--- src/sv/mrtu_pkg.sv ---
package mrtu_pkg;

  // Receive buffer bound: bytes past this count are dropped.
  localparam int unsigned BUFFER_BYTES = 256;
  localparam int unsigned CountW       = $clog2(BUFFER_BYTES + 1);

  localparam int unsigned HeaderDepth = 6;
  localparam int unsigned IdleW       = 9;
  localparam logic [IdleW-1:0] IdleMax = '1;

  localparam int unsigned MinLength     = 3;
  localparam int unsigned RequestLength = 8;
  localparam logic [7:0]  FuncMin       = 8'd1;
  localparam logic [7:0]  FuncMax       = 8'd6;

  localparam logic [15:0] CrcInit = 16'hFFFF;
  localparam logic [15:0] CrcPoly = 16'hA001;

  typedef enum logic {
    OP_BYTE = 1'b0,
    OP_TICK = 1'b1
  } op_e;

  typedef enum logic [2:0] {
    STATUS_OK               = 3'd0,
    STATUS_IGNORED          = 3'd1,
    STATUS_CRC_ERROR        = 3'd2,
    STATUS_LENGTH_MISMATCH  = 3'd3,
    STATUS_ILLEGAL_FUNCTION = 3'd4
  } status_e;

  typedef logic [7:0] cfg_index_t;
  localparam cfg_index_t REG_DEVICE_ADDRESS = 8'd0;
  localparam cfg_index_t REG_SILENCE_LIMIT  = 8'd1;

  typedef struct packed {
    logic [7:0] device_address;
    logic [7:0] silence_limit;
  } cfg_t;

  typedef struct packed {
    status_e     status;
    logic [7:0]  function_code;
    logic [15:0] start_address;
    logic [15:0] quantity_or_value;
    logic [8:0]  frame_length;
  } verdict_t;

  // Modbus CRC-16, reflected, one byte.
  function automatic logic [15:0] crc16_update(input logic [15:0] crc_in,
                                               input logic [7:0]  data);
    logic [15:0] c;
    c = crc_in ^ {8'h00, data};
    for (int k = 0; k < 8; k++) begin
      if (c[0]) begin
        c = (c >> 1) ^ CrcPoly;
      end else begin
        c = c >> 1;
      end
    end
    return c;
  endfunction

endpackage

--- src/sv/modbus_rtu_frame_receiver.sv ---
// Modbus RTU slave receive path. Each input transfer is either a line byte
// (operation 0) or a one-millisecond tick (operation 1). Bytes are counted up
// to the buffer bound of 256 (later bytes are dropped without touching the
// CRC or the idle counter), the first six are kept and each counted byte runs
// through the Modbus CRC-16. Ticks count idle time, saturating at 511. When a
// tick pushes the idle count above silence_limit while bytes are pending, one
// verdict transfer comes out and the receiver clears for the next frame.
// Verdict priority: ignored (three bytes or fewer, or foreign address), CRC
// error, illegal function (outside 1..6), length mismatch (not 8 bytes), ok.
// Timing: one input transfer per clock sustained when unstalled. A byte or
// tick is held in the input register and folded into the frame state once
// the output register can advance (one byte-wide CRC update is the longest
// path); a verdict it raises is loaded into the output register at that same
// edge. in_stall_o rises only while the input register holds an item and the
// output register is full and stalled. Config registers (index 0
// device_address, reset 1; index 1 silence_limit, reset 5) are always ready;
// other indexes are ignored. Write them only while the block is idle.
module modbus_rtu_frame_receiver (
  input  logic                  clk_i,
  input  logic                  rst_ni,
  // config write channel
  input  logic                  cfg_valid_i,
  output logic                  cfg_ready_o,
  input  mrtu_pkg::cfg_index_t  cfg_index_i,
  input  logic [7:0]            cfg_data_i,
  // input channel
  input  logic                  in_valid_i,
  output logic                  in_stall_o,
  input  logic                  in_operation_i,
  input  logic [7:0]            in_rx_byte_i,
  // verdict channel
  output logic                  out_valid_o,
  input  logic                  out_stall_i,
  output logic [2:0]            out_status_o,
  output logic [7:0]            out_function_code_o,
  output logic [15:0]           out_start_address_o,
  output logic [15:0]           out_quantity_or_value_o,
  output logic [8:0]            out_frame_length_o
);

  mrtu_pkg::cfg_t     cfg;
  logic               in_valid_q;
  mrtu_pkg::op_e      op_q;
  logic [7:0]         rx_byte_q;
  logic               advance;
  logic               step;
  logic               res_valid;
  mrtu_pkg::verdict_t res;
  logic               out_valid_q;
  mrtu_pkg::verdict_t out_q;

  mrtu_cfg_regs u_cfg (
    .clk_i       (clk_i),
    .rst_ni      (rst_ni),
    .cfg_valid_i (cfg_valid_i),
    .cfg_ready_o (cfg_ready_o),
    .cfg_index_i (cfg_index_i),
    .cfg_data_i  (cfg_data_i),
    .cfg_o       (cfg)
  );

  // Output register can take a new verdict when empty or being drained.
  assign advance    = !out_valid_q || !out_stall_i;
  assign step       = in_valid_q && advance;
  assign in_stall_o = in_valid_q && !advance;

  // input register
  always_ff @(posedge clk_i or negedge rst_ni) begin
    if (!rst_ni) begin
      in_valid_q <= 1'b0;
    end else if (!in_stall_o) begin
      in_valid_q <= in_valid_i;
    end
  end

  always_ff @(posedge clk_i) begin
    if (!in_stall_o && in_valid_i) begin
      op_q      <= mrtu_pkg::op_e'(in_operation_i);
      rx_byte_q <= in_rx_byte_i;
    end
  end

  mrtu_frame_core u_core (
    .clk_i       (clk_i),
    .rst_ni      (rst_ni),
    .cfg_i       (cfg),
    .step_i      (step),
    .op_i        (op_q),
    .rx_byte_i   (rx_byte_q),
    .res_valid_o (res_valid),
    .res_o       (res)
  );

  // verdict register
  always_ff @(posedge clk_i or negedge rst_ni) begin
    if (!rst_ni) begin
      out_valid_q <= 1'b0;
    end else if (advance) begin
      out_valid_q <= res_valid;
    end
  end

  always_ff @(posedge clk_i) begin
    if (advance && res_valid) begin
      out_q <= res;
    end
  end

  assign out_valid_o             = out_valid_q;
  assign out_status_o            = out_q.status;
  assign out_function_code_o     = out_q.function_code;
  assign out_start_address_o     = out_q.start_address;
  assign out_quantity_or_value_o = out_q.quantity_or_value;
  assign out_frame_length_o      = out_q.frame_length;

  // verdicts only come from ticks
  a_verdict_on_tick: assert property (@(posedge clk_i) disable iff (!rst_ni)
    res_valid |-> (step && op_q == mrtu_pkg::OP_TICK))
    else $error("verdict raised without a tick");

  // short frames are always ignored
  a_short_ignored: assert property (@(posedge clk_i) disable iff (!rst_ni)
    (out_valid_o && out_frame_length_o <= 9'd3)
      |-> (out_status_o == mrtu_pkg::STATUS_IGNORED))
    else $error("short frame not ignored");

  // an accepted request is exactly eight bytes with a legal function
  a_ok_shape: assert property (@(posedge clk_i) disable iff (!rst_ni)
    (out_valid_o && out_status_o == mrtu_pkg::STATUS_OK)
      |-> (out_frame_length_o == 9'd8 && out_function_code_o >= 8'd1
           && out_function_code_o <= 8'd6))
    else $error("ok verdict with bad length or function");

  // stall only while an item is held and the verdict path is blocked
  a_stall_cause: assert property (@(posedge clk_i) disable iff (!rst_ni)
    in_stall_o |-> (in_valid_q && out_valid_q && out_stall_i))
    else $error("input stalled without cause");

endmodule

--- src/sv/mrtu_cfg_regs.sv ---
module mrtu_cfg_regs (
  input  logic                    clk_i,
  input  logic                    rst_ni,
  input  logic                    cfg_valid_i,
  output logic                    cfg_ready_o,
  input  mrtu_pkg::cfg_index_t    cfg_index_i,
  input  logic [7:0]              cfg_data_i,
  output mrtu_pkg::cfg_t          cfg_o
);

  mrtu_pkg::cfg_t cfg_q;

  assign cfg_ready_o = 1'b1;

  always_ff @(posedge clk_i or negedge rst_ni) begin
    if (!rst_ni) begin
      cfg_q.device_address <= 8'd1;
      cfg_q.silence_limit  <= 8'd5;
    end else if (cfg_valid_i) begin
      // unknown indexes are dropped
      case (cfg_index_i)
        mrtu_pkg::REG_DEVICE_ADDRESS: cfg_q.device_address <= cfg_data_i;
        mrtu_pkg::REG_SILENCE_LIMIT:  cfg_q.silence_limit  <= cfg_data_i;
        default: ;
      endcase
    end
  end

  assign cfg_o = cfg_q;

endmodule

--- src/sv/mrtu_frame_core.sv ---
module mrtu_frame_core (
  input  logic                 clk_i,
  input  logic                 rst_ni,
  input  mrtu_pkg::cfg_t       cfg_i,
  input  logic                 step_i,
  input  mrtu_pkg::op_e        op_i,
  input  logic [7:0]           rx_byte_i,
  output logic                 res_valid_o,
  output mrtu_pkg::verdict_t   res_o
);

  localparam int unsigned CountW = mrtu_pkg::CountW;
  localparam int unsigned IdleW  = mrtu_pkg::IdleW;

  logic [CountW-1:0] byte_count_q;
  logic [7:0]        hdr_q [mrtu_pkg::HeaderDepth];
  logic [15:0]       crc_q;
  logic [IdleW-1:0]  idle_q;

  logic              byte_take;
  logic              tick_take;
  logic [IdleW-1:0]  idle_inc;
  logic              frame_done;
  mrtu_pkg::status_e status;

  assign byte_take = step_i && (op_i == mrtu_pkg::OP_BYTE)
                     && (byte_count_q < CountW'(mrtu_pkg::BUFFER_BYTES));
  assign tick_take = step_i && (op_i == mrtu_pkg::OP_TICK);

  assign idle_inc   = (idle_q < mrtu_pkg::IdleMax) ? idle_q + 1'b1 : idle_q;
  assign frame_done = tick_take && (idle_inc > {1'b0, cfg_i.silence_limit})
                      && (byte_count_q != '0);

  always_comb begin
    if ((byte_count_q <= CountW'(mrtu_pkg::MinLength))
        || (hdr_q[0] != cfg_i.device_address)) begin
      status = mrtu_pkg::STATUS_IGNORED;
    end else if (crc_q != 16'h0000) begin
      status = mrtu_pkg::STATUS_CRC_ERROR;
    end else if ((hdr_q[1] < mrtu_pkg::FuncMin) || (hdr_q[1] > mrtu_pkg::FuncMax)) begin
      status = mrtu_pkg::STATUS_ILLEGAL_FUNCTION;
    end else if (byte_count_q != CountW'(mrtu_pkg::RequestLength)) begin
      status = mrtu_pkg::STATUS_LENGTH_MISMATCH;
    end else begin
      status = mrtu_pkg::STATUS_OK;
    end
  end

  assign res_valid_o             = frame_done;
  assign res_o.status            = status;
  assign res_o.function_code     = hdr_q[1];
  assign res_o.start_address     = {hdr_q[2], hdr_q[3]};
  assign res_o.quantity_or_value = {hdr_q[4], hdr_q[5]};
  assign res_o.frame_length      = 9'(byte_count_q);

  always_ff @(posedge clk_i or negedge rst_ni) begin
    if (!rst_ni) begin
      byte_count_q <= '0;
      crc_q        <= mrtu_pkg::CrcInit;
      idle_q       <= '0;
      for (int i = 0; i < mrtu_pkg::HeaderDepth; i++) begin
        hdr_q[i] <= 8'h00;
      end
    end else if (frame_done) begin
      byte_count_q <= '0;
      crc_q        <= mrtu_pkg::CrcInit;
      idle_q       <= '0;
      for (int i = 0; i < mrtu_pkg::HeaderDepth; i++) begin
        hdr_q[i] <= 8'h00;
      end
    end else if (byte_take) begin
      for (int i = 0; i < mrtu_pkg::HeaderDepth; i++) begin
        if (byte_count_q == CountW'(i)) begin
          hdr_q[i] <= rx_byte_i;
        end
      end
      crc_q        <= mrtu_pkg::crc16_update(crc_q, rx_byte_i);
      byte_count_q <= byte_count_q + 1'b1;
      idle_q       <= '0;
    end else if (tick_take) begin
      idle_q <= idle_inc;
    end
  end

endmodule

--- config.mk ---
export PLATFORM = sky130hd
export DESIGN_NAME = modbus_rtu_frame_receiver
export DESIGN_NICKNAME = d
export VERILOG_FILES = /design/src/sv/mrtu_pkg.sv /design/src/sv/modbus_rtu_frame_receiver.sv /design/src/sv/mrtu_cfg_regs.sv /design/src/sv/mrtu_frame_core.sv
export SDC_FILE = /design/constraint.sdc
export NUM_CORES = 1
export LEC_CHECK = 0
export ABC_AREA = 0
export BUFFER_PORTS_ARGS = -buffer_cell sky130_fd_sc_hd__buf_4
export CORE_MARGIN = 3
export CORE_UTILIZATION = 40
export CTS_BUF_LIST = sky130_fd_sc_hd__clkbuf_16
export CTS_CLUSTER_SIZE = 16
export DETAILED_ROUTE_END_ITERATION = 16
export GPL_TIMING_DRIVEN = 0
export SLEW_MARGIN = 20
export SYNTH_ARGS = -nofsm -noshare
export SYNTH_HDL_FRONTEND = slang
export SYNTH_SLANG_ARGS = --single-unit
--- constraint.sdc ---
create_clock -name clk_i -period 10.6 [get_ports clk_i]
set_clock_uncertainty 0.2 [all_clocks]
set_input_delay 1.06 -clock clk_i [delete_from_list [all_inputs] [get_ports clk_i]]
set_output_delay 1.06 -clock clk_i [all_outputs]
set_load 0.02 [all_outputs]
Yosys cells after proc, flatten, opt, wreduce, memory -nomap -nowiden
Index checks and enable logic that the tools add are counted.
{"block": "classes", "muxes": 41, "n_eq_ne": 8, "reduce_logical": 37, "n_addsub": 2, "n_lt_le_gt_ge": 6, "bitwise": 10}
{"op": "16-bit two-way mux", "count": 24}
{"op": "48-bit two-way mux", "count": 2}
{"op": "9-bit two-way mux", "count": 6}
{"op": "8-bit two-way mux", "count": 6}
{"op": "2-bit inverter with 3-bit output", "count": 8}
{"op": "9-bit by 1-bit adder with 9-bit output, second input constant", "count": 2}
{"op": "9-bit by 2-bit equality test with 1-bit output, second input constant", "count": 2}
{"op": "9-bit by 3-bit equality test with 1-bit output, second input constant", "count": 2}
{"op": "9-bit less-than comparator, second input constant", "count": 2}
{"op": "2-bit AND reduction", "count": 8}
{"op": "16-bit nonzero test", "count": 1}
{"op": "16-bit by 8-bit bitwise XOR with 16-bit output", "count": 1}
{"op": "2-bit nonzero test", "count": 7}
{"op": "9-bit by 1-bit equality test with 1-bit output, second input constant", "count": 1}
{"op": "9-bit by 8-bit greater-than comparator with 1-bit output", "count": 1}
{"op": "9-bit by 2-bit less-or-equal comparator with 1-bit output, second input constant", "count": 1}
{"op": "1-bit logical AND", "count": 9}
{"op": "9-bit logical NOT", "count": 1}
{"op": "9-bit by 4-bit != test with 1-bit output, second input constant", "count": 1}
{"op": "9-bit nonzero test", "count": 1}
{"op": "8-bit by 1-bit equality test with 1-bit output, second input constant", "count": 1}
{"op": "8-bit by 3-bit greater-than comparator with 1-bit output, second input constant", "count": 1}
{"op": "8-bit logical NOT", "count": 1}
{"op": "8-bit by 1-bit less-than comparator with 1-bit output, second input constant", "count": 1}
{"op": "8 further kinds", "count": 14}
{"block": "totals", "inputBits": 30, "wordCells": 125, "reg_bits": 161, "out_inout_bits": 55}

Depth between registers and ports, before layout
Gate-level depths: netlist of the first run.
{"block": "depth", "ltp_word": 35, "depth_mapped": 15, "ltp_nobuf": 13}

Modules after synthesis
From an unflattened synthesis of the first run, not the netlist that was laid out.
{"block": "hier_totals", "cells_unflattened": 603, "area_unflattened_um2": 7279.5}
{"mod": "mrtu_frame_core", "seq_area_each_um2": 2072.0, "area_per_inst_um2": 4674.5, "n_inst": 1, "cells_per_inst": 492}
{"mod": "modbus_rtu_frame_receiver", "seq_area_each_um2": 1881.8, "area_per_inst_um2": 1930.6, "n_inst": 1, "cells_per_inst": 71}
{"mod": "mrtu_cfg_regs", "seq_area_each_um2": 404.1, "area_per_inst_um2": 674.4, "n_inst": 1, "cells_per_inst": 40}

Worst setup path after synthesis of the first run
Ideal clock, no wire load.
{"block": "synth_timing", "kind": "register to register", "from": "register u_core.idle_q[5]", "to": "register out_q (netlist bit out_frame_length_o[0]), enable pin", "setup_time_ns": 0.374, "slack_ns": 7.187, "t_required_ns": 10.026, "synth_period_minus_slack_ns": 3.413, "arrival_ns": 2.838, "path_stages_with_launch": 14, "n_path_buf": 2, "cell_sequence": "dfrtp_1 buf_2 nand4_2 nor3_1 nor2b_1 nand3_1 xnor2_1 ha_1 nand4_1 o2111ai_1 nand2_1 a221o_1 inv_2 buf_4"}
{"block": "synth_between", "elab_chain_len": 6, "word_cells_on_any_way": 7, "cone_classes": "1 x add/sub; 2 x order compare; 1 x mux; 3 x reduce/logical"}
{"element": "from (decl)", "line": "mrtu_frame_core.sv:18", "text": "logic [IdleW-1:0] idle_q;"}
{"element": "from (signal assigned)", "line": "mrtu_frame_core.sv:81", "text": "idle_q <= idle_inc;"}
{"element": "9-bit by 1-bit adder with 9-bit output / 9-bit less-than comparator (equally long branches)", "line": "mrtu_frame_core.sv:30", "text": "assign idle_inc = (idle_q < mrtu_pkg::IdleMax) ? idle_q + 1'b1 : idle_q;"}
{"element": "9-bit two-way mux (*)", "line": "mrtu_frame_core.sv:30"}
{"element": "9-bit by 8-bit greater-than comparator with 1-bit output (*)", "line": "mrtu_frame_core.sv:31", "text": "assign frame_done = tick_take && (idle_inc > {1'b0, cfg_i.silence_limit})"}
{"element": "1-bit logical AND (*)", "line": "mrtu_frame_core.sv:31"}
{"element": "1-bit logical AND (*)", "line": "mrtu_frame_core.sv:32", "text": "&& (byte_count_q != '0);"}
{"element": "1-bit logical AND (*)", "line": "modbus_rtu_frame_receiver.sv:104", "text": "if (advance && res_valid) begin"}
{"element": "to (signal assigned)", "line": "modbus_rtu_frame_receiver.sv:105", "text": "out_q <= res;"}
{"element": "to (decl)", "line": "modbus_rtu_frame_receiver.sv:50", "text": "mrtu_pkg::verdict_t out_q;"}
Mark *: on every way between the ends. The rest lies on a longest branch, timed or not.
A chain may end at the register's enable or synchronous reset.

Worst setup path after layout of the first run
{"block": "layout_timing", "from": "register u_core.idle_q[5]", "to": "register out_q (netlist bit out_frame_length_o[7]), enable pin"}
Same word-level chain as after synthesis.

==> results of run 1 <==
## sequential cells by signal (all words and copies together) (netlist names), 9 cells and up
signal	count
out_frame_length_o	9
out_quantity_or_value_o	16
out_start_address_o	16
u_cfg.cfg_o	16
u_core.byte_count_q	9
u_core.crc_q	16
u_core.idle_q	9
u_core.res_o	40
## critical path, delay by kind of cell (launching register included)
kind                     cells  cell delay (ns)
AO/OA/AOI/OAI                2             0.66
flip-flops                   1             0.35
AND/OR/NAND/NOR              6             0.98
XOR/XNOR                     1             0.18
adder cells (fa/ha/maj)      1             0.33
buffers and inverters        3             0.93
## layout by cell type, fill, tap and decap left out, types with 5 or more instances in the layout
cell,Yosys,routed
sky130_fd_sc_hd__nor4_1,8,8
sky130_fd_sc_hd__ha_1,13,13
sky130_fd_sc_hd__nand3_1,34,34
sky130_fd_sc_hd__a21oi_1,28,28
sky130_fd_sc_hd__nand4_1,7,7
sky130_fd_sc_hd__a22oi_1,9,9
sky130_fd_sc_hd__clkbuf_1,15,15
sky130_fd_sc_hd__edfxtp_1,61,61
sky130_fd_sc_hd__nor2_1,64,64
sky130_fd_sc_hd__dfrtp_1,81,81
sky130_fd_sc_hd__mux2i_1,32,32
sky130_fd_sc_hd__nand2_1,35,35
sky130_fd_sc_hd__mux2_2,16,16
sky130_fd_sc_hd__inv_1,14,15
sky130_fd_sc_hd__xnor2_1,19,19
sky130_fd_sc_hd__nor3_1,5,5
sky130_fd_sc_hd__xor2_1,19,19
sky130_fd_sc_hd__dfstp_2,19,19
sky130_fd_sc_hd__and3_1,10,10
sky130_fd_sc_hd__inv_6,0,5
sky130_fd_sc_hd__clkbuf_16,0,17
sky130_fd_sc_hd__buf_4,7,89
## power by group through the flow
stage / Clock [µW] / Combinational (µW) / Sequential (µW)
final: 573 / 673 / 960
after CTS: 588 / 678 / 962
after global routing: 613 / 739 / 983
after floorplan: 0 / 421 / 998
after global placement: 0 / 656 / 967
after detailed placement: 0 / 674 / 974
## worst paths after layout
check                                         to  slack (ns)  depth (start not counted)
min                        out_frame_length_o[2]        0.25                          0
min in group asynchronous       u_core.res_o[14]        0.52                          1
max                        out_frame_length_o[7]        6.53                         13
max in group asynchronous        u_cfg.cfg_o[13]        9.02                          1
min reg2reg                out_frame_length_o[2]        0.25                          0
max reg2reg                out_frame_length_o[7]        6.53                         13
## routing by layer
metal  global-route usage, %  share of wire, %  vias up
li1                        -                 -     2154
met4                    6.15               1.3        0
met5                       0                 0        -
met3                    3.75               4.0       12
met2                    27.2                50      104
met1                    22.4                45     2160
## logic make-up (layout without fill, tap and decap cells)
group	Yosys count	in the layout	share of synthesized area, %
buffers and inverters	44	159	2.99
multiplexers	48	48	7.30
adder cells (fa/ha/maj)	13	13	2.37
AND/OR/NAND/NOR	179	179	12.4
other	1	1	0.0547
flip-flops	161	161	63.6
AO/OA/AOI/OAI	62	62	5.78
XOR/XNOR	40	40	5.51
## cell type report
cell class              instances  area [µm²]  share of cell area (%)
well taps                     220         275                    3.31
flip-flops and latches        161        4360                    52.4
inverters                      15        56.3                   0.677
plain buffers                  29         149                    1.79
repair buffers                 83         627                    7.54
clock inverters                15         131                    1.58
multi-input cells             343        2290                    27.6
clock buffers                  17         425                    5.12
## stage by stage
stage	instance area (µm²)	power [µW]	hold WS, ns	setup WS (ns)	instances
2_1_floorplan	6860	1420	0.223	7.19	548
3_3_place_gp	7750	1620	0.230	6.64	851
3_5_place_dp	7760	1650	0.229	6.55	851
4_1_cts	8320	2230	0.250	6.53	883
5_1_grt	8320	2340	0.256	6.28	883
6_report	8320	2210	0.247	6.53	883
==> impl_summary.md, run 1 <==
Power
Across the VDD grid, the largest voltage drop is 0.135 mV. The combinational power share is between 30% and 40%. The clock network power share is approximately a quarter.

The switching share of power is around a third. Per report_power, the sequential group accounts for 43.5% of the total. The total leakage power is just under 0.004 µW. The analysis attributes to net switching a power of approximately 740 µW. For this design the ratio of total power to cell area is 265 nW/µm². The total internal power is about 1500 µW.

Yosys
Ranked by instance count, the synthesized netlist is headed by 81 x sky130_fd_sc_hd__dfrtp_1, 64 x sky130_fd_sc_hd__nor2_1, 61 x sky130_fd_sc_hd__edfxtp_1. Among all flip-flop cells after synthesis, the most frequent one is sky130_fd_sc_hd__dfrtp_1. The top cell type by total area after synthesis is sky130_fd_sc_hd__dfrtp_1. The number of flip-flops and latches in the synthesized netlist is approximately 160. After synthesis, the cell types taking the most area are sky130_fd_sc_hd__dfrtp_1 30%, sky130_fd_sc_hd__edfxtp_1 27%, sky130_fd_sc_hd__dfstp_2 7.3%.

The share of the Yosys chip area taken by registers is between 60% and 70%. In this run the cell area of the synthesized design comes to 6860 µm². Synthesis produced a netlist with a net count of 591.

Of the post-synthesis cell area, the dominant cell type holds 29.6%. The number of distinct standard cells referenced by the synthesized netlist is 53. Counting flops with an async set or reset pin after synthesis yields a share of 62.1%. The synthesized area divided by synthesized cell count is 12.5 µm². The number of warnings printed during yosys synthesis is 0. In this run, synthesis inferred 61 flip-flops with an integrated enable. After technology mapping, the gate count stands at 548. In the post-synthesis netlist, the cell with the most instances is sky130_fd_sc_hd__dfrtp_1.

STA
The actual transition at the worst max-transition pin is 0.924 ns. The relative max-transition margin is a little under two fifths. The number of endpoints with negative hold slack in the final report is 0. Setup repair after global routing left no endpoint under its margin. After layout, the minimum clock period comes to ~4 ns. The final-layout setup total negative slack is 0 ns. The share of the clock period used by the worst path after layout is 38.4%. The final-report max-slew violation count came to 0. The highest achievable clock rate is 245 MHz. Setup violations remaining at the end of the flow were counted as 0.

Clock network
The clock drives 161 sinks. The clock latency at the later pin of the worst-skew pair is 0.42 ns. The tree is rooted in a sky130_fd_sc_hd__clkbuf_16. The number of levels in the clock H-tree is 4.

The number of instances resized during post-cts repair is 0. The post-CTS repair timing setup buffer count is 0. The CTS tree is done. The clock-pin slew of the registers on the worst-case setup and hold paths is 0.06 ns. In this run, CTS created clock tree buffers numbering 17. The longest clock path from root to sink contains 2 buffers. The post-cts hold buffer count is 0.

Floorplan
For this configuration, the core starts out at a cell density of around two fifths. The overall die width is 137 µm. The die outline area is between 15000 and 20000 µm². Row generation in the floorplan step produced 47 rows. 85 I/O pins were placed. The floorplan core area is about 17000 µm². The die outline height is 137 µm.

Detailed routing
Once detail routing completed, the nets flagged for antenna violations numbered 0. The total detailed-routing wirelength is 15.1 mm. The first-pass iteration count of the detailed router is 5. After detailed routing, the number of vias per cell comes to around 5.0. The detailed-route via count is 4430. In the final routed layout, each cell accounts on average for roughly 17 µm. The DRC violations left is 0.

The initial DRC count is 355.

Run status
The run finished with clean final reports.

Setup path
The most critical setup path has its startpoint at u_core.idle_q[5]. On the worst path, the slowest cell contributes a delay of 0.61 ns. The critical register-to-register path startpoint is u_core.idle_q[5]. Of all nets on the critical path, the largest fanout is about 60. The slowest cell on the critical path is sky130_fd_sc_hd__buf_4.

The worst setup path is launched from a flip-flop. The critical path goes through buf_2 > nand4_2 > nor3_1 > nor2b_1 > nand3_1 > xnor2_1 > ha_1 > nand4_1 > o2111ai_1 > nand2_1 > a221o_1 > inv_2 > buf_4. The sort of element at the end of the critical path is a flip-flop. The worst path required time is 10.44 ns. For the worst setup path, the data arrival time is 3.91 ns.

The critical path is of the flip-flop to flip-flop type.

Cells and area
The layout has 1516 filler cells. The repair_antennas step left the layout with diodes totalling 0. The post-layout utilization of the core is 49.8%. The final layout net count is 693.

Relative to the synthesized area, the layout overhead comes to 21.3%. Cells with a size suffix above 1 make up 25.3% of the layout.

Min path
The worst hold path startpoint is u_core.byte_count_q[2]. The min-delay analysis places its worst path in the category flip-flop to flip-flop.

GRT
Across every metal layer, demand over resource in global routing totals around 17%. The overflow left after global routing is 0. Entering global routing, the biggest net connects a little over 100 pins. The first global-routing pass estimated 23.9 mm of wire. The number of global-route vias before repair came to 4490. The initial antenna violation count is 0.

Placement
In this run the tool buffered the top-level ports with 83 buffer cells. After legalization and detailed placement, the total HPWL measured 10.6 mm. The last weighted congestion value of the routability-driven placer is between 0.8 and 0.9.

Run
The reported max-cap violation count is 0.
Note: power is estimated with default switching activity, not from simulation.
==> inputs of run 2 (changes only) <==
==> constraint.sdc (replaced) <==
create_clock -name clk_i -period 4.05 [get_ports clk_i]
set_clock_uncertainty 0.2 [all_clocks]
set_input_delay 0.405 -clock clk_i [delete_from_list [all_inputs] [get_ports clk_i]]
set_output_delay 0.405 -clock clk_i [all_outputs]
set_load 0.02 [all_outputs]
==> impl_summary.md, run 2 (synthesis results as in run 1) <==
Run status
The run finished with clean final reports.

Setup path
The register-to-register setup slack is 0.24 ns. The critical register-to-register path startpoint is u_core.idle_q[5]. Walking the worst path, the cells encountered are buf_2 > nand4_2 > nor3_1 > nor2b_1 > nand3_1 > xnor2_1 > ha_1 > nand4_1 > o2111ai_1 > nand2_1 > a221o_1 > inv_2 > buf_8.

In this run the critical register-to-register path is captured at out_frame_length_o[7]. The family with the most delay on the worst path is simple AND/OR/NAND/NOR gates. The maximum fanout along the worst path is 61. Measured in cells, the most critical reg-to-reg path has a length of 13. The number of buffer and inverter instances along the worst setup path is 3. The most critical setup path has its startpoint at u_core.idle_q[5]. The startpoint kind of the worst setup timing path is a flip-flop.

At the worst endpoint, the required time is roughly 3.9 ns. The largest single stage delay on the critical path is 0.44 ns. The slowest cell on the critical path is sky130_fd_sc_hd__a221o_1. The sort of element at the end of the critical path is a flip-flop.

By startpoint and endpoint, the worst setup path is classified as flip-flop to flip-flop. The critical path arrival is 3.67 ns.

Detailed routing
The first-pass iteration count of the detailed router is 4. Wires add up to 15.1 mm. The detailed router finished its first iteration with roughly 310 violations. Across all layers, the routed design uses 4440 vias. The DRC violations left is 0. The count of nets left with antenna violations after detail routing is 0. The number of vias per cell after detailed routing is 4.97. The detailed-route wire length per cell is between 15 and 20 µm.

Floorplan
The number of placement rows is 47. 85 I/O pins were placed. For this configuration, the core starts out at a cell density of 41.1%.

From bottom edge to top edge, the die measures 137 µm. The die covers 18700 µm². The core region is 16700 µm². The overall die width is 137 µm.

Clock network
The sink count of the clock tree is 161. The number of buffers on the longest clock path is 2. The number of buffers created by CTS is 17. The clock-pin slew of the registers on the worst-case setup and hold paths is approximately 0.060 ns.

TritonCTS built the clock tree. The clock latency at the later pin of the worst-skew pair is 0.42 ns. The H-tree was split into 4 levels. The root buffer selected by CTS is sky130_fd_sc_hd__clkbuf_16. The post-CTS repair timing setup buffer count is 0.

STA
The final-layout setup total negative slack is 0 ns. Setup repair after global routing left no endpoint under its margin. Dividing the final minimum period by the clock period gives 94.0%. The worst hold slack is roughly 0.037 ns. The actual transition at the worst max-transition pin is 0.920 ns. The final-report max-slew violation count is 0. Setup violations remaining at the end of the flow were counted as 0.

Headroom to the max-slew limit came out at around 39%. Counting I/O delays and the setup requirement, the final critical path takes 3.81 ns. The number of endpoints with negative hold slack in the final report is 0. The highest achievable clock rate is approximately 260 MHz.

Placement
The port buffer count is 83. Detailed placement finished with a half-perimeter wire length of roughly 11 mm. At the end of routability-driven placement, the weighted congestion stood at 0.849.

Cells and area
The area growth from synthesis to layout is 23.0%. The post-route netlist has about a quarter of its cells at a drive strength greater than 1. The register with the most flip-flops in the layout has 40 of them. Leaving out fill and tap cells, the most frequent cell in the layout is sky130_fd_sc_hd__buf_4. In the final design database the tool counted 704 nets. The number of antenna diodes in the final layout is 0. The top cell types in the final layout, fill and taps aside, are 88 x sky130_fd_sc_hd__buf_4, 81 x sky130_fd_sc_hd__dfrtp_1, 64 x sky130_fd_sc_hd__nor2_1, 61 x sky130_fd_sc_hd__edfxtp_1, 35 x sky130_fd_sc_hd__nand2_1.

Run
The tool flagged a number of max-cap violations equal to 0.

Power
The total leakage power is between 0.003 and 0.004 µW. The power density of the placed cells is 686 nW/µm². The maximum vdd ir drop is ~0.36 mV.

Min path
The worst hold path class is primary input to flip-flop. The worst hold path startpoint is cfg_data_i[4]. The cell depth of the worst min-delay path is 2.

For hold timing, the worst endpoint is u_cfg.cfg_o[4].

GRT
The overall global routing resource usage is 16.9%. The number of global-route vias before repair came to 4519. Entering global routing, the biggest net connects 101 pins. Summed over all layers, the global routing overflow is 0. The initial antenna violation count is 0.

The global-route wire length before repair is 24.0 mm.
-- run 2: cell types whose count changed in the layout (fill, tap and decap cells not counted) --
cell / change
sky130_fd_sc_hd__buf_8: +1
sky130_fd_sc_hd__dlygate4sd3_1: +11
sky130_fd_sc_hd__buf_4: -1
-- run 2: worst max path at each step --
stage	endpoint	slack, ns	depth (start not counted)
2_1_floorplan	out_frame_length_o[0]	0.64	13
3_3_place_gp	out_quantity_or_value_o[9]	0.09	14
3_5_place_dp	out_quantity_or_value_o[15]	0.0005	13
4_1_cts	out_frame_length_o[6]	0.14	13
5_1_grt	out_frame_length_o[6]	0.001	14
6_report	out_frame_length_o[7]	0.24	13
-- run 2: layout make-up --
| cell class | count | area, µm² |
|---|---|---|
| inverter | 15 | 56.3 |
| multi-input combinational | 343 | 2290 |
| tap | 220 | 275 |
| sequential | 161 | 4360 |
| clock buffer | 17 | 425 |
| fill | 1504 | 8270 |
| clock inverter | 15 | 131 |
| timing repair buffer | 94 | 737 |
| buffer | 29 | 156 |
-- run 2: timing repair --
action	CTS	global route
endpoints found under the hold margin	91	0
hold buffers	11	0
endpoints found under the setup margin	52	52
resized for setup	1	2
-- run 2: routing by layer --
layer  track usage (%)  share of wire, %
met5                 0                 0
met4              6.15               1.5
met3              3.71               3.7
met2              27.5                50
met1              22.4                45
-- run 2: stage by stage --
| step | util [%] | std cells | total power, µW | cell area (µm²) | setup WS (ns) |
|---|---|---|---|---|---|
| global placement | 46.4 | 851 | 4250 | 7750 | 0.0854 |
| CTS | 50.5 | 894 | 5840 | 8430 | 0.142 |
| detailed placement | 46.5 | 851 | 4310 | 7760 | 0.000531 |
| floorplan | - | 548 | 3710 | 6860 | 0.637 |
| global route | 50.5 | 894 | 6130 | 8430 | 0.00113 |
| finish | 50.5 | 894 | 5780 | 8430 | 0.243 |
-- run 2: power breakdown --
part | switching, µW | total (µW) | internal [µW]
clock | 650 | 1500 | 850
combinational | 1030 | 1770 | 742
sequential | 264 | 2510 | 2250
-- run 2: worst reg2reg max path, stage by stage, from the launching register on --
cell and delay, ns:
sky130_fd_sc_hd__dfrtp_1 0.35, sky130_fd_sc_hd__buf_2 0.16, sky130_fd_sc_hd__nand4_2 0.12, sky130_fd_sc_hd__nor3_1 0.09, sky130_fd_sc_hd__nor2b_1 0.36, sky130_fd_sc_hd__nand3_1 0.16
sky130_fd_sc_hd__xnor2_1 0.18, sky130_fd_sc_hd__ha_1 0.34, sky130_fd_sc_hd__nand4_1 0.13, sky130_fd_sc_hd__o2111ai_1 0.22, sky130_fd_sc_hd__nand2_1 0.14, sky130_fd_sc_hd__a221o_1 0.44
sky130_fd_sc_hd__inv_2 0.17, sky130_fd_sc_hd__buf_8 0.39
==> inputs of run 3 (changes only) <==
--- a/config.mk
+++ b/config.mk
@@ -13,7 +13,8 @@
 export CTS_CLUSTER_SIZE = 16
 export DETAILED_ROUTE_END_ITERATION = 16
 export GPL_TIMING_DRIVEN = 0
-export SLEW_MARGIN = 20
+export SLEW_MARGIN = 10
 export SYNTH_ARGS = -nofsm -noshare
 export SYNTH_HDL_FRONTEND = slang
+export SYNTH_HIERARCHICAL = 1
 export SYNTH_SLANG_ARGS = --single-unit
==> impl_summary.md, run 3 <==
Min path
The worst hold path endpoint is u_cfg/cfg_o[4]. The worst hold path begins at cfg_data_i[4]. The path class of the tightest hold or removal check is primary input to flip-flop. The cell depth of the worst min-delay path is 2.

Cells and area
The diode insertion count for antenna repair is 0. The library cell used most frequently in the layout, excluding fill and tap cells, is sky130_fd_sc_hd__buf_4. The final layout net count is ~770. The flip-flop count of the largest register, all copies and words added is 40. Relative to the synthesized area, the layout overhead comes to 23.2%. Summing all multi-input logic gate instances after layout gives about 2500 µm². The area occupied by registers is 4360 µm².

The count of filler cells inserted in the layout is ~1.6k. In the layout the commonest cells are 126 x sky130_fd_sc_hd__buf_4, 81 x sky130_fd_sc_hd__dfrtp_1, 61 x sky130_fd_sc_hd__edfxtp_1, 51 x sky130_fd_sc_hd__nand2_1, 51 x sky130_fd_sc_hd__nor2_1. The fraction of final layout cells sized beyond drive strength 1 is a little under 30%. The cell area after layout is approximately 9000 µm².

STA
Setup repair after global routing left no endpoint under its margin. The final-report max-slew violation count is 0. The time the worst path needs with I/O delays and setup is 3.79 ns. The number of endpoints with negative hold slack in the final report came to 0. Timing would allow up to approximately 260 MHz. The total of endpoints with negative setup slack in the final report is 0. The tightest hold path in the finished design has a slack of 0.0211 ns. The final worst-path setup slack is roughly 0.26 ns. Measured against its own limit, the worst slew margin works out to 26.4%. The share of the clock period used by the worst path after layout is 93.6%. The actual transition at the worst max-transition pin is 1.10 ns.

Yosys
The number of distinct standard cells referenced by the synthesized netlist is 52. Synthesis inferred ~160 register bits. The cell count after synthesis came out at 603. The total nets after synthesis is approximately 650.

In the post-synthesis netlist, the cell with the most instances is sky130_fd_sc_hd__dfrtp_1. Summed over all instances, the cell type with the most area after synthesis is sky130_fd_sc_hd__dfrtp_1. The share of synthesized area in the top cell type comes to about 28%.

The synthesized design contains just over 60 enable-type register cells. For this run, the number of Yosys warnings is 6. A synthesized cell averages ~12 µm². The proportion of synthesized flip-flops having asynchronous set or reset is 62.1%. The commonest cells after synthesis are 81 x sky130_fd_sc_hd__dfrtp_1, 61 x sky130_fd_sc_hd__edfxtp_1, 51 x sky130_fd_sc_hd__nand2_1, 51 x sky130_fd_sc_hd__nor2_1, 41 x sky130_fd_sc_hd__buf_4. Sequential elements use approximately three fifths of the synthesized area.

Ranked by total cell area, the synthesized netlist is headed by sky130_fd_sc_hd__dfrtp_1 28%, sky130_fd_sc_hd__edfxtp_1 25%, sky130_fd_sc_hd__dfstp_2 6.9%. The main flop type after synthesis is sky130_fd_sc_hd__dfrtp_1. In this run the cell area of the synthesized design comes to 7280 µm².

Clock network
The tree is rooted in a sky130_fd_sc_hd__clkbuf_16. The clock passes through at most 2 buffers. The CTS tree is done.

The H-tree was split into 4 levels. The clock latency at the later pin of the worst-skew pair is about 0.42 ns. The number of clock buffers added by TritonCTS is 17.

Clock-pin slew was measured on the worst setup and hold paths at 0.06 ns. The sink count of the clock tree is 161.

Setup path
On the critical path the largest part of the delay comes from simple AND/OR/NAND/NOR gates. The worst setup path is launched from a flip-flop. The class of the most critical setup path is flip-flop to flip-flop. In this run the worst path has a maximum fanout of 14.

Data arrives at the worst endpoint at 3.70 ns. The slowest cell on the critical path is sky130_fd_sc_hd__dfrtp_1. The signal on the critical path passes through and3_1 > nand4_1 > o21ai_2 > nor2_1 > xor2_1 > ha_1 > o21ai_0 > nand2b_1 > a21oi_1 > nor2_1 > o2111ai_1 > nor2_4 > buf_2 > and2_4. The number of buffer and inverter instances along the worst setup path is 1. STA classifies the critical path endpoint as a flip-flop. STA puts the critical path data required time at 3.96 ns.

For this run, the slowest stage of the critical path takes 0.45 ns. The register-to-register setup slack is 0.26 ns. Among the stages of the critical path, the cell type that occurs most often is sky130_fd_sc_hd__nor2_1. The depth of the worst register-to-register path is 14.

The capture point of the worst reg-to-reg path is out_start_address_o[7]. The startpoint identified for the worst register-to-register timing path is u_core/idle_q[5].

GRT
The global-route wire length before repair is 25.7 mm. The number of global-route vias before repair is around 4.8k. Entering global routing, the biggest net connects 101 pins. For this run, the total global-route usage over all layers was measured as 16.7%.

Global routing finished with a remaining overflow of 0. The initial antenna violation count is 0.

Power
The switching share of power is 33.3%. Cell internal power was estimated by the tool at 4110 µW. For this design the static power due to leakage is 0.00394 µW. Dividing total power by cell area gives a power density of 687 nW/µm². The maximum vdd ir drop is 0.331 mV. Registers are responsible for 40.9% of the overall power. In this run, the clock network consumes 24.8% of the power. The combinational power share is 34.3%. The net switching component of the power is 2050 µW.

Detailed routing
The first-pass iteration count of the detailed router is 4. Wires add up to approximately 16 mm. The count of nets left with antenna violations after detail routing is 0.

The number of vias per cell after detailed routing is 5.02. The detailed-route wire length per cell is 16.9 µm. For this block, the initial DRC count from the detailed router was 324. The DRC violations left is 0. The routed layout has 4826 vias.

Floorplan
The die outline area is 19900 µm². The die is 141 µm wide. The boundary pin count is 85. The core region is 17500 µm². After floorplanning, the core was divided into 48 placement rows. The initial standard-cell utilization of the core is between 40 and 50%.

From bottom edge to top edge, the die measures 141 µm.

Placement
In this run the cell area measured after placement is roughly 8200 µm². The last weighted congestion value of the routability-driven placer is 0.851. The placed wire-length estimate after detailed placement is 11.1 mm. Timing analysis after detailed placement gives a worst setup slack of -0.836 ns.

Input and output buffers added on the ports amount to 83.

Run
Max-cap violations in this run came to 0.

Run status
The run finished with clean final reports.
==> run 3: worst max path at each step <==
stage | startpoint | to | depth (start not counted)
after floorplan | u_core/idle_q[5] | out_frame_length_o[0] | 14
after global placement | u_core/idle_q[5] | out_start_address_o[0] | 14
after detailed placement | u_core/idle_q[5] | out_start_address_o[0] | 14
after CTS | u_core/idle_q[5] | out_status_o[0] | 14
after global routing | u_core/idle_q[5] | out_start_address_o[4] | 14
final | u_core/idle_q[5] | out_start_address_o[7] | 14
==> run 3: metal layers <==
metal | global-route usage [%] | vias to the layer above | share of wire [%]
li1 | - | 2316 | -
met4 | 4.54 | 0 | 0.92
met3 | 4.24 | 13 | 4.7
met2 | 28.5 | 120 | 51
met5 | 0 | - | 0
met1 | 21.2 | 2377 | 44
==> run 3: area by class of cell <==
cell class / count / area share (%)
Timing Repair Buffer: 99 / 8.89
Multi-Input combinational cell: 358 / 27.3
Clock buffer: 17 / 4.75
Inverter: 15 / 0.628
Clock inverter: 15 / 1.61
Buffer: 72 / 5.04
Sequential cell: 161 / 48.6
Tap cell: 225 / 3.14
==> run 3: through the flow <==
step                utilization, %  cells  power (µW)  setup TNS [ns]
global placement              46.7    911        4550          -38.28
CTS                           50.6    955        6180               0
floorplan                        -    603        4000               0
global route                  51.1    962        6540               0
finish                        51.1    962        6160               0
detailed placement            46.7    911        4600          -43.14
==> run 3: kinds of logic after synthesis <==
group | count (synthesis) | synth area share [%]
AOI/OAI and AO/OA | 70 | 6.60
DFF | 161 | 59.9
muxes | 46 | 7.10
adders and majority gates | 13 | 2.23
buffers and inverters | 87 | 6.98
and+or+nand+nor | 184 | 12.2
other | 1 | 0.0515
xor gates and xnor gates | 41 | 4.93
==> run 3: repair_timing <==
action	in CTS	in global routing
setup endpoints to repair	52	52
hold buffers	11	1
pin swaps	2	3
gates resized for setup	4	4
endpoints found under the hold margin	11	31
buffers inserted	0	3
gates cloned	1	2
==> run 3: power by group through the flow <==
stage	combinational (µW)	clock (µW)	sequential, µW
global route	2320	1650	2570
finish	2110	1530	2520
CTS	2090	1570	2520
global placement	2010	0	2540
detailed placement	2050	0	2550
floorplan	1390	0	2610
==> run 3: worst reg2reg max path, delay by kind of cell, from the launching register on <==
| family | cells | cell delay [ns] |
|---|---|---|
| buf+inv | 1 | 0.33 |
| compound gates | 4 | 0.66 |
| xor+xnor | 1 | 0.16 |
| simple gates | 7 | 1.34 |
| flops | 1 | 0.45 |
| fa+ha+maj | 1 | 0.33 |
